`src/rtl/efud_pkg.sv`:
```
// Package with the parser state, result kinds and framing characters of the deframer.
`timescale 1ns / 1ps

package efud_pkg;

    localparam logic [7:0] CH_ESC   = 8'd27;
    localparam logic [7:0] CH_START = 8'h75;
    localparam logic [7:0] CH_SPACE = 8'd32;
    localparam logic [7:0] CH_TAB   = 8'd9;

    localparam int unsigned KIND_W  = 3;
    localparam int unsigned VALUE_W = 8;
    localparam int unsigned INDEX_W = 5;

    typedef enum logic [2:0] {
        ST_IDLE  = 3'd0,
        ST_ESC   = 3'd1,
        ST_CID   = 3'd2,
        ST_ADDR  = 3'd3,
        ST_PORT  = 3'd4,
        ST_DATA  = 3'd5,
        ST_CLOSE = 3'd6,
        ST_SKIP  = 3'd7
    } t_parse_state;

    typedef enum logic [KIND_W-1:0] {
        KIND_CID       = 3'd0,
        KIND_ADDR_CHAR = 3'd1,
        KIND_ADDR_END  = 3'd2,
        KIND_PORT_CHAR = 3'd3,
        KIND_PORT_END  = 3'd4,
        KIND_DATA_CHAR = 3'd5,
        KIND_DONE      = 3'd6
    } t_item_kind;

endpackage

```
`src/rtl/escape_framed_udp_deframer.sv`:
```
// Top level of the escape-framed UDP deframer: byte register, parser and result register.
`timescale 1ns / 1ps

// Parses frames of the form ESC 'u' CID ADDRESS SPACE PORT TAB DATA ESC x, one received
// byte per word, and reports the channel id, each address, port and data character with
// its position in the field, the end of each field with its length, and frame completion.
// A byte is registered when accepted and is parsed in the following cycle; its result is
// registered when the byte advances, held off while a stalled result waits. One byte is
// taken in every cycle as long as the result register drains; a byte that yields no result
// is consumed even while a result waits. Positions saturate at SMALL_LEN-1. Bytes from 128
// to 255 count as printable only while the configuration bit is set; write it only while
// the block is idle.
module escape_framed_udp_deframer #(
    parameter int unsigned SMALL_LEN = 32
) (
    input  logic                         i_clk,
    input  logic                         i_rst_n,
    input  logic                         i_cfg_wr_en,
    input  logic                         i_cfg_wr_data,
    input  logic                         i_in_valid,
    output logic                         o_in_stall,
    input  logic [efud_pkg::VALUE_W-1:0] i_rx_byte,
    output logic                         o_out_valid,
    input  logic                         i_out_stall,
    output logic [efud_pkg::KIND_W-1:0]  o_item_kind,
    output logic [efud_pkg::VALUE_W-1:0] o_item_value,
    output logic [efud_pkg::INDEX_W-1:0] o_item_index
);
    import efud_pkg::*;

    localparam int unsigned IDX_W = (SMALL_LEN > 2) ? $clog2(SMALL_LEN) : 1;
    localparam logic [IDX_W-1:0] IDX_MAX = IDX_W'(SMALL_LEN - 1);

    t_parse_state       r_state, n_state;
    logic [IDX_W-1:0]   r_idx, n_idx, idx_bump;
    logic               r_accept_high;
    logic               r_in_valid;
    logic [VALUE_W-1:0] r_in_byte;
    logic               r_out_valid;
    t_item_kind         r_kind, n_kind;
    logic [VALUE_W-1:0] r_value, n_value;
    logic [INDEX_W-1:0] r_index, n_index;
    logic               res_valid;
    logic               printable;
    logic               advance;
    logic               in_accept;

    assign printable = r_in_byte[VALUE_W-1] ? r_accept_high : (r_in_byte >= CH_SPACE);
    assign idx_bump  = (r_idx == IDX_MAX) ? r_idx : r_idx + 1'b1;

    always_comb begin
        n_state   = r_state;
        n_idx     = r_idx;
        res_valid = 1'b0;
        n_kind    = KIND_CID;
        n_value   = '0;
        n_index   = '0;
        unique case (r_state)
            ST_IDLE: begin
                if (r_in_byte == CH_ESC) begin
                    n_state = ST_ESC;
                end
            end
            ST_ESC: begin
                n_state = (r_in_byte == CH_START) ? ST_CID : ST_SKIP;
            end
            ST_CID: begin
                n_idx     = '0;
                n_state   = ST_ADDR;
                res_valid = 1'b1;
                n_kind    = KIND_CID;
                n_value   = r_in_byte;
            end
            ST_ADDR: begin
                priority if (r_in_byte == CH_ESC) begin
                    n_state = ST_IDLE;
                end else if (r_in_byte == CH_SPACE) begin
                    res_valid = 1'b1;
                    n_kind    = KIND_ADDR_END;
                    n_index   = INDEX_W'(r_idx);
                    n_idx     = '0;
                    n_state   = ST_PORT;
                end else if (printable) begin
                    res_valid = 1'b1;
                    n_kind    = KIND_ADDR_CHAR;
                    n_value   = r_in_byte;
                    n_index   = INDEX_W'(r_idx);
                    n_idx     = idx_bump;
                end else begin
                    n_state = r_state;
                end
            end
            ST_PORT: begin
                priority if (r_in_byte == CH_ESC) begin
                    n_state = ST_IDLE;
                end else if (r_in_byte == CH_TAB) begin
                    res_valid = 1'b1;
                    n_kind    = KIND_PORT_END;
                    n_index   = INDEX_W'(r_idx);
                    n_idx     = '0;
                    n_state   = ST_DATA;
                end else if (printable) begin
                    res_valid = 1'b1;
                    n_kind    = KIND_PORT_CHAR;
                    n_value   = r_in_byte;
                    n_index   = INDEX_W'(r_idx);
                    n_idx     = idx_bump;
                end else begin
                    n_state = r_state;
                end
            end
            ST_DATA: begin
                priority if (r_in_byte == CH_ESC) begin
                    n_state = ST_CLOSE;
                end else if (printable) begin
                    res_valid = 1'b1;
                    n_kind    = KIND_DATA_CHAR;
                    n_value   = r_in_byte;
                    n_index   = INDEX_W'(r_idx);
                    n_idx     = idx_bump;
                end else begin
                    n_state = r_state;
                end
            end
            ST_CLOSE: begin
                res_valid = 1'b1;
                n_kind    = KIND_DONE;
                n_index   = INDEX_W'(r_idx);
                n_state   = ST_IDLE;
            end
            ST_SKIP: begin
                n_state = ST_IDLE;
            end
            default: begin
                n_state = ST_IDLE;
            end
        endcase
    end

    // A byte without a result never waits for the result register.
    assign advance    = r_in_valid && (!res_valid || !r_out_valid || !i_out_stall);
    assign o_in_stall = r_in_valid && !advance;
    assign in_accept  = i_in_valid && !o_in_stall;

    always_ff @(posedge i_clk) begin
        if (!i_rst_n) begin
            r_state <= ST_IDLE;
        end else if (advance) begin
            r_state <= n_state;
        end
    end

    always_ff @(posedge i_clk) begin
        if (!i_rst_n) begin
            r_idx         <= '0;
            r_accept_high <= 1'b0;
            r_in_valid    <= 1'b0;
            r_out_valid   <= 1'b0;
        end else begin
            if (advance) begin
                r_idx <= n_idx;
            end
            if (i_cfg_wr_en) begin
                r_accept_high <= i_cfg_wr_data;
            end
            if (in_accept) begin
                r_in_valid <= 1'b1;
            end else if (advance) begin
                r_in_valid <= 1'b0;
            end
            if (advance && res_valid) begin
                r_out_valid <= 1'b1;
            end else if (!i_out_stall) begin
                r_out_valid <= 1'b0;
            end
        end
    end

    always_ff @(posedge i_clk) begin
        if (in_accept) begin
            r_in_byte <= i_rx_byte;
        end
        if (advance && res_valid) begin
            r_kind  <= n_kind;
            r_value <= n_value;
            r_index <= n_index;
        end
    end

    assign o_out_valid  = r_out_valid;
    assign o_item_kind  = r_kind;
    assign o_item_value = r_value;
    assign o_item_index = r_index;

endmodule

```
`config.mk`:
```
export PLATFORM = sky130hd
export DESIGN_NAME = escape_framed_udp_deframer
export DESIGN_NICKNAME = d
export VERILOG_FILES = /design/src/rtl/efud_pkg.sv /design/src/rtl/escape_framed_udp_deframer.sv
export SDC_FILE = /design/constraint.sdc
export NUM_CORES = 1
export LEC_CHECK = 0
export BUFFER_PORTS_ARGS = -buffer_cell sky130_fd_sc_hd__clkbuf_2
export CAP_MARGIN = 20
export CELL_PAD_IN_SITES_DETAIL_PLACEMENT = 2
export CELL_PAD_IN_SITES_GLOBAL_PLACEMENT = 2
export CORE_MARGIN = 5
export CORE_UTILIZATION = 38
export DETAILED_ROUTE_END_ITERATION = 10
export PLACE_DENSITY_LB_ADDON = 0.25
export SLEW_MARGIN = 20
export SYNTH_ARGS = -nofsm -noshare
export SYNTH_HDL_FRONTEND = slang
export SYNTH_SLANG_ARGS = --single-unit
```
`constraint.sdc`:
```
create_clock -name i_clk -period 5.29 [get_ports i_clk]
set_input_delay 0.529 -clock i_clk [delete_from_list [all_inputs] [get_ports i_clk]]
set_output_delay 0.529 -clock i_clk [all_outputs]
set_load 0.03 [all_outputs]
```
### Word-level counts from Yosys, hierarchy flattened

Cells that the tools add are included.

* register bits: 35
* input port bits: 14
* output and inout port bits: 18
* logic and storage cells: 100

* $add $sub $neg: 1
* order comparisons: 1
* eq/ne operators: 20
* muxes and demuxes: 51
* reduce and logical (&&, ||, !) cells: 18

Operators by type and width (count)
* 5-bit 2-to-1 mux: 13
* 8-bit 2-to-1 mux: 6
* 5-bit one-hot mux with 4 select lines: 2
* 3-bit 2-to-1 mux: 11
* 8-bit one-hot mux with 4 select lines: 1
* 3-bit one-hot mux with 7 select lines: 1
* 3-bit == test, second input constant: 4
* 1-bit 2-to-1 mux: 12
* 3-bit one-hot mux with 4 select lines: 1
* 2-bit inequality test, second input constant: 5
* 5-bit AND reduction: 2
* 8-bit by 4-bit == test with 1-bit output, second input constant: 1
* 8-bit by 5-bit == test with 1-bit output, second input constant: 1
* 8-bit by 6-bit == test with 1-bit output, second input constant: 1
* 8-bit by 7-bit == test with 1-bit output, second input constant: 1
* 8-bit by 6-bit greater-or-equal comparator with 1-bit output, second input constant: 1
* 3-bit by 2-bit == test with 1-bit output, second input constant: 2
* 2-bit 2-to-1 mux: 3
* 3-bit inequality test, second input constant: 2
* 5-bit by 1-bit adder with 5-bit output, second input constant: 1
* 5-bit == test, second input constant: 1
* 1-bit logical NOT: 5
* 1-bit logical AND: 4
* 1-bit one-hot mux with 4 select lines: 1
* other kinds (7): 9

### Logic depth before layout (Yosys ltp)

* depth in word-level cells: 15
* depth in mapped cells: 6
* gate-level depth less buffers: 5

### Worst setup path after synthesis

No wires, ideal clock.

* kind: reg2reg
* start point: reg r_in_byte[7]
* end point: reg r_in_byte[0], enable pin
* setup time: 0.361 ns
* arrival time: 2.694 ns
* slack: 2.234 ns
* cell stages (with the launch flop): 7
* period minus slack after synthesis: 3.056 ns
* cells stage by stage: edfxtp_1 -> buf_6 -> or4b_1 -> o22ai_1 -> a21oi_1 -> nor4_1 -> nor2b_1

* cells in the longest elaborated chain, start to end: 14

RTL lines
* start: declaration: line escape_framed_udp_deframer.sv:38 `logic [VALUE_W-1:0] r_in_byte;`
* start signal: assignment: line escape_framed_udp_deframer.sv:181 `r_in_byte <= i_rx_byte;`
* 8-bit by 6-bit greater-or-equal comparator with 1-bit output: line escape_framed_udp_deframer.sv:48 `assign printable = r_in_byte[VALUE_W-1] ? r_accept_high : (r_in_byte >= CH_SPACE);`
* 1-bit 2-to-1 mux: line escape_framed_udp_deframer.sv:48
* 1-bit 2-to-1 mux: line escape_framed_udp_deframer.sv:83, escape_framed_udp_deframer.sv:102, escape_framed_udp_deframer.sv:115
* 1-bit 2-to-1 mux (on tied branches): line escape_framed_udp_deframer.sv:96, escape_framed_udp_deframer.sv:77
* 1-bit 2-to-1 mux (on tied branches): line escape_framed_udp_deframer.sv:94, escape_framed_udp_deframer.sv:75
* 1-bit one-hot mux with 4 select lines *: line escape_framed_udp_deframer.sv:58 `unique case (r_state)`
* 1-bit logical NOT *: line escape_framed_udp_deframer.sv:141 `assign advance = r_in_valid && (!res_valid || !r_out_valid || !i_out_stall);`
* 1-bit logical OR * (2 in series): line escape_framed_udp_deframer.sv:141
* 1-bit logical AND *: line escape_framed_udp_deframer.sv:141
* 1-bit logical NOT *: line escape_framed_udp_deframer.sv:142 `assign o_in_stall = r_in_valid && !advance;`
* 1-bit logical AND *: line escape_framed_udp_deframer.sv:142
* net o_in_stall: line escape_framed_udp_deframer.sv:21 `output logic o_in_stall,`
* 1-bit logical NOT *: line escape_framed_udp_deframer.sv:143 `assign in_accept = i_in_valid && !o_in_stall;`
* 1-bit logical AND *: line escape_framed_udp_deframer.sv:143
* net in_accept: line escape_framed_udp_deframer.sv:46 `logic in_accept;`

The timed path passes the listed nets; every way through them passes the cells marked *.
A chain may end at the register's enable or synchronous reset.

### Final worst setup path

* start point: reg r_in_byte[7]
* end point: out o_in_stall

* cells in the longest elaborated chain, start to end: 12

RTL lines (line)
* 8-bit by 6-bit greater-or-equal comparator with 1-bit output: escape_framed_udp_deframer.sv:48
* 1-bit 2-to-1 mux: escape_framed_udp_deframer.sv:48
* 1-bit 2-to-1 mux: escape_framed_udp_deframer.sv:83, escape_framed_udp_deframer.sv:102, escape_framed_udp_deframer.sv:115
* 1-bit 2-to-1 mux (on tied branches): escape_framed_udp_deframer.sv:96, escape_framed_udp_deframer.sv:77
* 1-bit 2-to-1 mux (on tied branches): escape_framed_udp_deframer.sv:94, escape_framed_udp_deframer.sv:75
* 1-bit one-hot mux with 4 select lines *: escape_framed_udp_deframer.sv:58
* 1-bit logical NOT *: escape_framed_udp_deframer.sv:141
* 1-bit logical OR * (2 in series): escape_framed_udp_deframer.sv:141
* 1-bit logical AND *: escape_framed_udp_deframer.sv:141
* 1-bit logical NOT *: escape_framed_udp_deframer.sv:142
* 1-bit logical AND *: escape_framed_udp_deframer.sv:142
* end: declaration: escape_framed_udp_deframer.sv:21

Mark *: on every way between the ends. The rest lies on a longest branch, timed or not.

==> flow_summary.toml <==
[yosys]
synth_cells = 159
avgSynthCellArea_sq_um = 11.3
synth-edff-count = 24
synth_area_sq_um = 1790
ys_types = 49
synthTopCellsByCount = "edfxtp_1 (24), nor2b_1 (15), nor2_1 (12), dfxtp_1 (11), nand2_1 (10)"
synth-async-reset-ratio_pct = 0
yosysTopAreaCell = "edfxtp_1"
synth_seq_cells = 35
syn_nets = 174
yosysTopAreaCellShare_pct = 40.3
yosys_warnings = 0
synth.top_cells.by_area = "edfxtp_1 (40%), dfxtp_1 (12%), nor2b_1 (5.2%), nor4b_4 (2.7%), nor2_1 (2.5%)"
synth_most_common_cell = "edfxtp_1"
synth_ff_type = "edfxtp_1"
seq_area_frac_synth_pct = 52.6

[clock_tree]
post_cts_buffers = 0
cts_buffers = 5
hold_buffers = 0
clockBufferDepth = 2
post_cts_resized = 0
path_clk_slew_ps = 70
worst_skew_pair.late_latency_ps = 290
cts-root-buf = "clkbuf_8"
htreeDepth = 2
cts_tree = "done"
cts_sinks = 35

[cells_and_area]
num_antenna_cells = 0
nets = 207
final_util_pct = 44.6
area_growth_pct = 16.1
seq_area_sq_um = 941
drive_gt1_share_pct = 25.4
multi_input_area_sq_um = 807
nFillCells = 474

[grt]
grt_pass1_wl_um = 8450
overflow = 0
grt_pass1_vias = 1578
grt_start_max_net_pins = 17
antenna_found_initial = 0
track_usage_pct = 17.8

[detailed_routing]
first_pass_iters = 4
wl_per_cell_um = 20.7
wirelength_um = 5110
remaining_drc_errors = 0
vias = 1460
antenna_left = 0
avgViaCountPerCell = 5.91
dr.first_iter.drc_count = 48

[floorplanning]
start_util_pct = 38.4
fp.dieW_um = 78.6
ios = 32
core_area_sq_um = 4660
rows = 25
dieArea_sq_um = 6180
fp.dieH_um = 78.6

[critical_path]
critPathMaxFanout = 10
critical_path_required_ps = 4760
arrival_ps = 2470
startpoint_type = "register"
path_class = "register to primary output"
crit_path_end_kind = "primary output"

[timing]
max_slew_margin_pct = 42.7
setup_tns_ps = 0
grt_setup_unrepaired = "false"
fin_skew_ps = 9.28
period_needed_ps = 3000
setup_viol = 0
worst_pin_slew_ps = 854
fin_crit_sh_pct = 56.6
slew_violations = 0
hold_viol = 0
fmax_ghz = 0.334

[power_and_ir_drop]
ir_worst_vdd_uv = 171
leakage_uw = 0.000729
power_density_nw_per_um2 = 337

[hold_path]
hp-class = "primary input to register"

[placement]
gp_congestion = 0.874
hpwl_um = 3910
io_buffers = 31

[status]
outcome = "finished clean"

[job]
cap_violations = 0
==> where the power goes <==
group | leakage (uW) | internal (uW) | total (uW) | switching [uW]
sequential | 0.000317 | 313 | 348 | 35.4
combinational | 0.000369 | 56.5 | 165 | 109
clock | 0.0000426 | 90.5 | 187 | 96.9
==> kinds of logic after synthesis <==
family	Yosys count	share of synthesized area [%]
compound gates	43	20.2
simple gates	67	23.0
mux	1	0.559
flops	35	52.6
buf+inv	12	3.00
fa+ha+maj	1	0.699
==> metrics by stage <==
step | area, sq um | instances | hold WS (ps) | setup WS [ps] | total power (uW)
after global placement | 1990 | 239 | 502 | 2550 | 502
after global routing | 2080 | 247 | 403 | 2110 | 739
after detailed placement | 1990 | 239 | 536 | 2410 | 515
after floorplan | 1790 | 159 | 472 | 2230 | 462
final | 2080 | 247 | 418 | 2290 | 701
after CTS | 2070 | 247 | 411 | 2340 | 704
==> worst paths after layout <==
path	cells after the start	slack, ps	from	to
worst max-delay path	5	2290	r_in_byte[7]	o_in_stall
worst min-delay path	1	420	i_rx_byte[4]	r_in_byte[4]
worst max register to register	4	2650	r_in_byte[7]	o_item_index[2]
worst min register to register	2	540	r_idx[1]	r_idx[1]
==> state kept, by name, indices dropped and copies added (netlist names) <==
| register | flops |
|---|---|
| o_item_kind | 3 |
| r_idx | 5 |
| r_in_byte | 8 |
| o_item_index | 5 |
| r_accept_high | 1 |
| o_out_valid | 1 |
| r_in_valid | 1 |
| o_item_value | 8 |
| r_state | 3 |
==> final cells by class <==
cell class	instances	share of cell area, %
Inverter	7	1.26
Timing Repair Buffer	31	7.47
Tap cell	54	3.25
Clock inverter	2	0.421
Multi-Input combinational cell	112	38.8
Sequential cell	35	45.3
Clock buffer	6	3.49
==> critical path: stages (launching register included) <==
cell and delay, ps:
edfxtp_1 560, or4b_1 590, o22ai_1 170, a21oi_1 180, nor4_1 400, clkbuf_2 290
==> layer usage <==
metal  up-vias  GRT usage [%]  share of wire, %
met5         -              0                 0
met4         0           5.59               1.4
met3         8           4.13               3.7
met2        33           29.2                48
met1       737           23.2                47
li1        682              -                 -
==> placed cells by master (no fill, tap or decap), drive strengths merged, types with 4 or more instances in the layout <==
master and n:
a21oi 4, a31oi 5, clkbuf 37, dfxtp 11
edfxtp 24, inv 7, nand2 10, nand3 4
nor2 12, nor2b 15, nor3 6, o22ai 5
o31ai 4
Note: power is estimated with default switching activity, not from simulation.
